[src/rtl/core/prbq_pkg.sv]
package prbq_pkg;

  localparam int ID_SLOTS      = 16;
  localparam int MAX_PROCS_DEF = 16;
  localparam int ACT_W         = 3;
  localparam int ID_W          = 4;
  localparam int PRIO_W        = 8;
  localparam int STAT_W        = 2;
  localparam int CNT_W         = 5;
  // List addresses are carried at the width that covers every id slot.
  localparam int SLOT_W        = 4;

  typedef enum logic [ACT_W-1:0] {
    ACT_INSERT  = 3'd0,
    ACT_REMOVE  = 3'd1,
    ACT_UNBLOCK = 3'd2,
    ACT_PICK    = 3'd3,
    ACT_SUSPEND = 3'd4
  } action_t;

  typedef enum logic [STAT_W-1:0] {
    ST_OK            = 2'd0,
    ST_NOT_QUEUED    = 2'd1,
    ST_FULL_DUP      = 2'd2,
    ST_NONE_RUNNABLE = 2'd3
  } status_t;

  typedef enum logic [1:0] {
    WQ_NONE    = 2'd0,
    WQ_READY   = 2'd1,
    WQ_BLOCKED = 2'd2
  } where_t;

  typedef enum logic [2:0] {
    S_IDLE,
    S_RINS,
    S_RDROP,
    S_BDROP,
    S_PICK,
    S_FIN
  } state_t;

  // Write and read controls from the sequencer to the list storage.
  typedef struct packed {
    logic                     rl_we;
    logic [SLOT_W-1:0]        rl_waddr;
    logic [ID_W-1:0]          rl_wid;
    logic signed [PRIO_W-1:0] rl_wprio;
    logic [SLOT_W-1:0]        rl_raddr;
    logic                     bl_we;
    logic [SLOT_W-1:0]        bl_waddr;
    logic [ID_W-1:0]          bl_wid;
    logic [SLOT_W-1:0]        bl_raddr;
  } store_cmd_t;

  typedef struct packed {
    logic [ID_W-1:0]          rl_id;
    logic signed [PRIO_W-1:0] rl_prio;
    logic [ID_W-1:0]          bl_id;
  } store_rd_t;

  typedef struct packed {
    status_t          status;
    logic             next_valid;
    logic [ID_W-1:0]  next_id;
    logic [CNT_W-1:0] ready_count;
    logic [CNT_W-1:0] blocked_count;
  } result_t;

endpackage

[src/rtl/core/prbq_store.sv]
module prbq_store import prbq_pkg::*; #(
  parameter int LIST_DEPTH = MAX_PROCS_DEF
) (
  input  logic       clk,
  input  store_cmd_t cmd,
  output store_rd_t  rd
);

  localparam int IDX_W = $clog2(LIST_DEPTH);

  logic [ID_W-1:0]          rl_id_r   [LIST_DEPTH];
  logic signed [PRIO_W-1:0] rl_prio_r [LIST_DEPTH];
  logic [ID_W-1:0]          bl_id_r   [LIST_DEPTH];

  // One write port and one read port on each list.
  always_ff @(posedge clk) begin
    if (cmd.rl_we) begin
      rl_id_r[cmd.rl_waddr[IDX_W-1:0]]   <= cmd.rl_wid;
      rl_prio_r[cmd.rl_waddr[IDX_W-1:0]] <= cmd.rl_wprio;
    end
    if (cmd.bl_we) begin
      bl_id_r[cmd.bl_waddr[IDX_W-1:0]] <= cmd.bl_wid;
    end
  end

  assign rd.rl_id   = rl_id_r[cmd.rl_raddr[IDX_W-1:0]];
  assign rd.rl_prio = rl_prio_r[cmd.rl_raddr[IDX_W-1:0]];
  assign rd.bl_id   = bl_id_r[cmd.bl_raddr[IDX_W-1:0]];

endmodule

[config.mk]
export PLATFORM = sky130hd
export DESIGN_NAME = prbq_store
export DESIGN_NICKNAME = d
export VERILOG_FILES = /design/src/rtl/core/prbq_pkg.sv /design/src/rtl/core/prbq_store.sv
export SDC_FILE = /design/constraint.sdc
export NUM_CORES = 1
export LEC_CHECK = 0
export BUFFER_PORTS_ARGS = -buffer_cell sky130_fd_sc_hd__buf_4
export CAP_MARGIN = 20
export CORE_ASPECT_RATIO = 2
export CORE_MARGIN = 3
export CORE_UTILIZATION = 25
export DETAILED_ROUTE_END_ITERATION = 16
export GPL_TIMING_DRIVEN = 0
export HOLD_SLACK_MARGIN = 0.1
export PLACE_DENSITY_LB_ADDON = 0.1
export SYNTH_ARGS = -nofsm -noshare
export SYNTH_HDL_FRONTEND = slang
export SYNTH_SLANG_ARGS = --single-unit
export TNS_END_PERCENT = 10
[constraint.sdc]
create_clock -name clk -period 2 [get_ports clk]
set_clock_uncertainty 0.15 [all_clocks]
set_input_delay 0 -clock clk [delete_from_list [all_inputs] [get_ports clk]]
set_output_delay 0 -clock clk [all_outputs]
set_load 0.01 [all_outputs]
* Word level (Yosys, flattened, before mapping)
Memory sizes are Yosys's and may differ from the RTL's.
Cells that the tools add are included.
** Cells by class
- $add $sub $neg :: 0
- Div/mod/pow operators :: 0
- Reductions and logical operators :: 0
- Shift-type cells :: 0
- Multipliers :: 0
- Bitwise operators :: 0
- Equal/unequal tests :: 0
- $lt $le $gt $ge :: 0
- Multiplexer cells :: 4
** Operators by type and width (number)
- two-way mux 1 bit :: 4
** Word-level totals
- Memories kept :: 3
- Input port bits :: 35
- ROM bits :: 0
- Flip-flop bits (word level) :: 0
- Latch bits :: 0
- Output and inout port bits :: 16
- Memory bits (writable) :: 256
** Memory list
- rl_prio_r :: words 16, bits a word 8, read ports 1, clocked after Yosys merged registers in 0, wr ports 1, RTL line prbq_store.sv:12 : logic signed [PRIO_W-1:0] rl_prio_r [LIST_DEPTH];
- bl_id_r :: words 16, bits a word 4, read ports 1, clocked after Yosys merged registers in 0, wr ports 1, RTL line prbq_store.sv:13 : logic [ID_W-1:0] bl_id_r [LIST_DEPTH];
- rl_id_r :: words 16, bits a word 4, read ports 1, clocked after Yosys merged registers in 0, wr ports 1, RTL line prbq_store.sv:11 : logic [ID_W-1:0] rl_id_r [LIST_DEPTH];

* Longest topological paths before layout
- Depth in word-level cells :: 2
- Mapped depth :: 5
- Mapped depth without buffers :: 3

* Worst setup path before layout
No wires, ideal clock.
- Path kind :: input-to-reg
- Start point :: input port cmd[31] (netlist bit)
- End point :: memory rl_id_r[0][0], enable pin
- Stages :: 2
- Data required time :: 1.454 ns
- Slack :: 0.076 ns
- Arrival time :: 1.378 ns
- Cells stage by stage :: or3b_2 nor3_1
** RTL lines
- from (decl) :: RTL line prbq_store.sv:5 : input store_cmd_t cmd,
- to (decl) :: RTL line prbq_store.sv:11
No word-level cell before the write port.

==> run summary <==
y dimension of the die - 287 um
number of flip-flops and latches in the synthesized netlist - 256
sum of negative setup slack - -0.374 ns
status - finished, violations left
period utilisation layout - 105%
placer's final routability congestion estimate - 0.695
count of maximum capacitance violations - 0
Syn. warnings - 0
CTS tree - done
clock sink total - 256
summed instance area of the synthesized netlist - 0.00988 sq mm
main combinational cell family by area after synthesis - multiplexers
Final Hold Violating Endpoints - 0
startpoint of the most critical setup path - bl_id_r[3][0]$_DFFE_PP_
share of the synthesized area in the top cell type - 77.8%
worst-case vdd ir drop - 0.652 mV
wire length of the first global-routing pass - 35.5 mm
worst hold path depth - 2
Inserted Clock Buffers - 27
part of the Yosys area used for sequential elements - 77.8%
largest net degree at the start of global routing - 17
via count of the first global-routing pass - 5281
vias per inst - 4.28
worst setup path endpoint - rd[0]
total number of vias - 4673
count leader, synth - sky130_fd_sc_hd__edfxtp_1
leakage power figure - 3.83 nW
first-pass detailed-route iteration total - 4
Arr. time, crit path - 1.94 ns
Clock H-tree levels - 1
proportion of synthesized area in mux cells - 15.2%
Top FF cell, synth - sky130_fd_sc_hd__edfxtp_1
pwr dens - 947 mW/mm^2
final routed wire length divided by cell count - 22.5 um
crit start category - flop
count of endpoints failing setup in the final report - 9
Clock Path Buffers - 3
synthesized-area fraction occupied by xor and xnor cells - 0%
number of ports placed on the die boundary - 51
Synth async-reset ratio - 0%
mean instance size in the synthesized netlist - 22.3 sq um
violated checks - setup timing
Final Worst Setup Slack - -0.0905 ns
highest net fanout along the worst path - 1
number of library cell types mapped by synthesis - 18
minimum clock period after layout - 2.09 ns
Slew headroom - 37.3%
largest area contributor in the synthesized netlist - sky130_fd_sc_hd__edfxtp_1
start-to-end type of the worst setup path - reg2out
Detailed Route WL - 24.5 mm
GR Util All Layers - 11.6%
fillers - 3744
Die Area - 0.0421 sq mm
HPWL Detailed - 17.2 mm
number of DRC violations after detailed routing - 0
Post-Synth Simple-Gate Area - 3.63%
fraction of layout cells with a size suffix above 1 - 33.9%
overall power - 0.0116 W
cell at the root of the clock tree - sky130_fd_sc_hd__clkbuf_16
number of instances in the synthesized netlist - 443
Slew Viols, Final - 0
buffers added on ports - 46
number of antenna diodes - 0
pin slew with the least headroom to its limit - 0.940 ns
# nets final - 588
number of nets with antenna violations after routing - 0
number of nets produced by synthesis - 478
EDFF count, synth - 256
maximum operating frequency - 478 MHz
data required time at the worst endpoint - 1.85 ns
synthesis-to-layout area growth - 23.5%
effective utilization at floorplan - 25.4%
Congestion Overflow GR - 0
clock-pin transition on the worst setup and hold timing paths - 0.06 ns
initial DRC count - 209
top area cells in the synthesized netlist - sky130_fd_sc_hd__edfxtp_1, sky130_fd_sc_hd__mux4_2, sky130_fd_sc_hd__mux4_1
pre-CTS setup slack - -0.0218 ns
initial antenna violation count - 0
width of the die - 147 um
number of placement rows - 102
standard cell core area - 0.0389 sq mm
Synth Area in Adders - 0%
CP Capture Type - primary output
post-synthesis compound-gate area fraction - 2.13%
worst min path class - in2reg
list of most frequent post-synthesis cells - sky130_fd_sc_hd__edfxtp_1, sky130_fd_sc_hd__mux4_2, sky130_fd_sc_hd__a22oi_1
RSZ-0062 raised after global routing - true
-- flip-flops by register name (all words and copies together) (netlist names) --
register   flops
bl_id_r       64
rl_id_r       64
rl_prio_r    128
-- cells by family (layout without fill, tap and decap cells) --
logic type	after synthesis	in the layout
buf+inv	18	147
simple gates	77	77
mux	64	64
flops	256	256
compound gates	28	28
-- worst min path at each step --
stage                 start                          to  slack (ns)
global route        cmd[20]  rl_prio_r[12][3]$_DFFE_PP_        0.17
detailed placement  cmd[20]  rl_prio_r[10][3]$_DFFE_PP_        0.17
CTS                 cmd[20]  rl_prio_r[12][3]$_DFFE_PP_        0.13
floorplan            cmd[4]     bl_id_r[0][0]$_DFFE_PP_       -0.05
finish              cmd[20]  rl_prio_r[12][3]$_DFFE_PP_        0.16
global placement    cmd[20]   rl_prio_r[8][3]$_DFFE_PP_        0.15
-- critical path, cell delays in order, from the launching register on --
cell and delay (ns):
sky130_fd_sc_hd__edfxtp_1 0.37, sky130_fd_sc_hd__mux4_2 0.48, sky130_fd_sc_hd__a22oi_2 0.29, sky130_fd_sc_hd__nand3_2 0.11, sky130_fd_sc_hd__buf_6 0.14
-- stage by stage --
stage	std cells	hold WS, ns	cell area, sq um	util (%)
floorplan	443	-0.0511	9880	-
global placement	1009	0.151	10900	27.9
detailed placement	1017	0.166	11000	28.3
CTS	1093	0.131	12200	31.3
global route	1092	0.170	12200	31.3
finish	1092	0.160	12200	31.3
-- placed cells by master, fill, tap and decap left out --
cell / count
sky130_fd_sc_hd__edfxtp_1: 256
sky130_fd_sc_hd__mux4_2: 58
sky130_fd_sc_hd__buf_4: 43
sky130_fd_sc_hd__clkbuf_16: 27
sky130_fd_sc_hd__dlygate4sd3_1: 27
sky130_fd_sc_hd__a22oi_2: 18
sky130_fd_sc_hd__nor2_1: 16
sky130_fd_sc_hd__nand2_1: 16
sky130_fd_sc_hd__clkbuf_1: 15
sky130_fd_sc_hd__buf_6: 10
sky130_fd_sc_hd__a22oi_1: 10
sky130_fd_sc_hd__nor2_2: 10
sky130_fd_sc_hd__nand3_1: 9
sky130_fd_sc_hd__buf_2: 6
sky130_fd_sc_hd__mux4_1: 6
sky130_fd_sc_hd__clkinv_1: 6
sky130_fd_sc_hd__nor2b_1: 4
sky130_fd_sc_hd__nand3b_1: 4
sky130_fd_sc_hd__nand2b_1: 4
sky130_fd_sc_hd__nor3_2: 4
sky130_fd_sc_hd__nor3_1: 4
sky130_fd_sc_hd__buf_8: 4
sky130_fd_sc_hd__clkinv_2: 3
sky130_fd_sc_hd__buf_12: 2
sky130_fd_sc_hd__nand2_2: 2
sky130_fd_sc_hd__or3b_2: 2
sky130_fd_sc_hd__bufinv_16: 2
sky130_fd_sc_hd__and2_1: 1
sky130_fd_sc_hd__nand3_2: 1
sky130_fd_sc_hd__inv_6: 1
sky130_fd_sc_hd__clkinv_4: 1
-- report_power, final --
group	total (W)	internal, W	switching (W)
Clock	0.00475	0.00273	0.00202
Sequential	0.00604	0.00601	0.0000218
Combinational	0.000768	0.000346	0.000422
Total	0.0116	0.00909	0.00246
-- metal layers --
metal,vias up,track usage [%],wire (um)
met2,94,24.5,14900
met4,0,3.63,539
li1,2101,-,-
met3,34,1.56,765
met5,-,0,0
met1,2444,11.3,8320
-- what timing repair did --
action,in CTS,in global routing
gates resized for setup,31,5
endpoints found under the hold margin,498,0
pin swaps,17,5
hold buffers,28,0
setup endpoints to repair,16,47
setup buffers,0,0
-- layout make-up --
cell class	count	area, sq um	area share, %
flip-flops and latches	256	7690	63.0
multi-input cells	169	2180	17.9
repair buffers	81	736	6.03
clock buffers	35	706	5.78
well taps	520	651	5.33
plain buffers	18	126	1.04
clock inverters	13	115	0.944
Note: power is estimated with default switching activity, not from simulation.
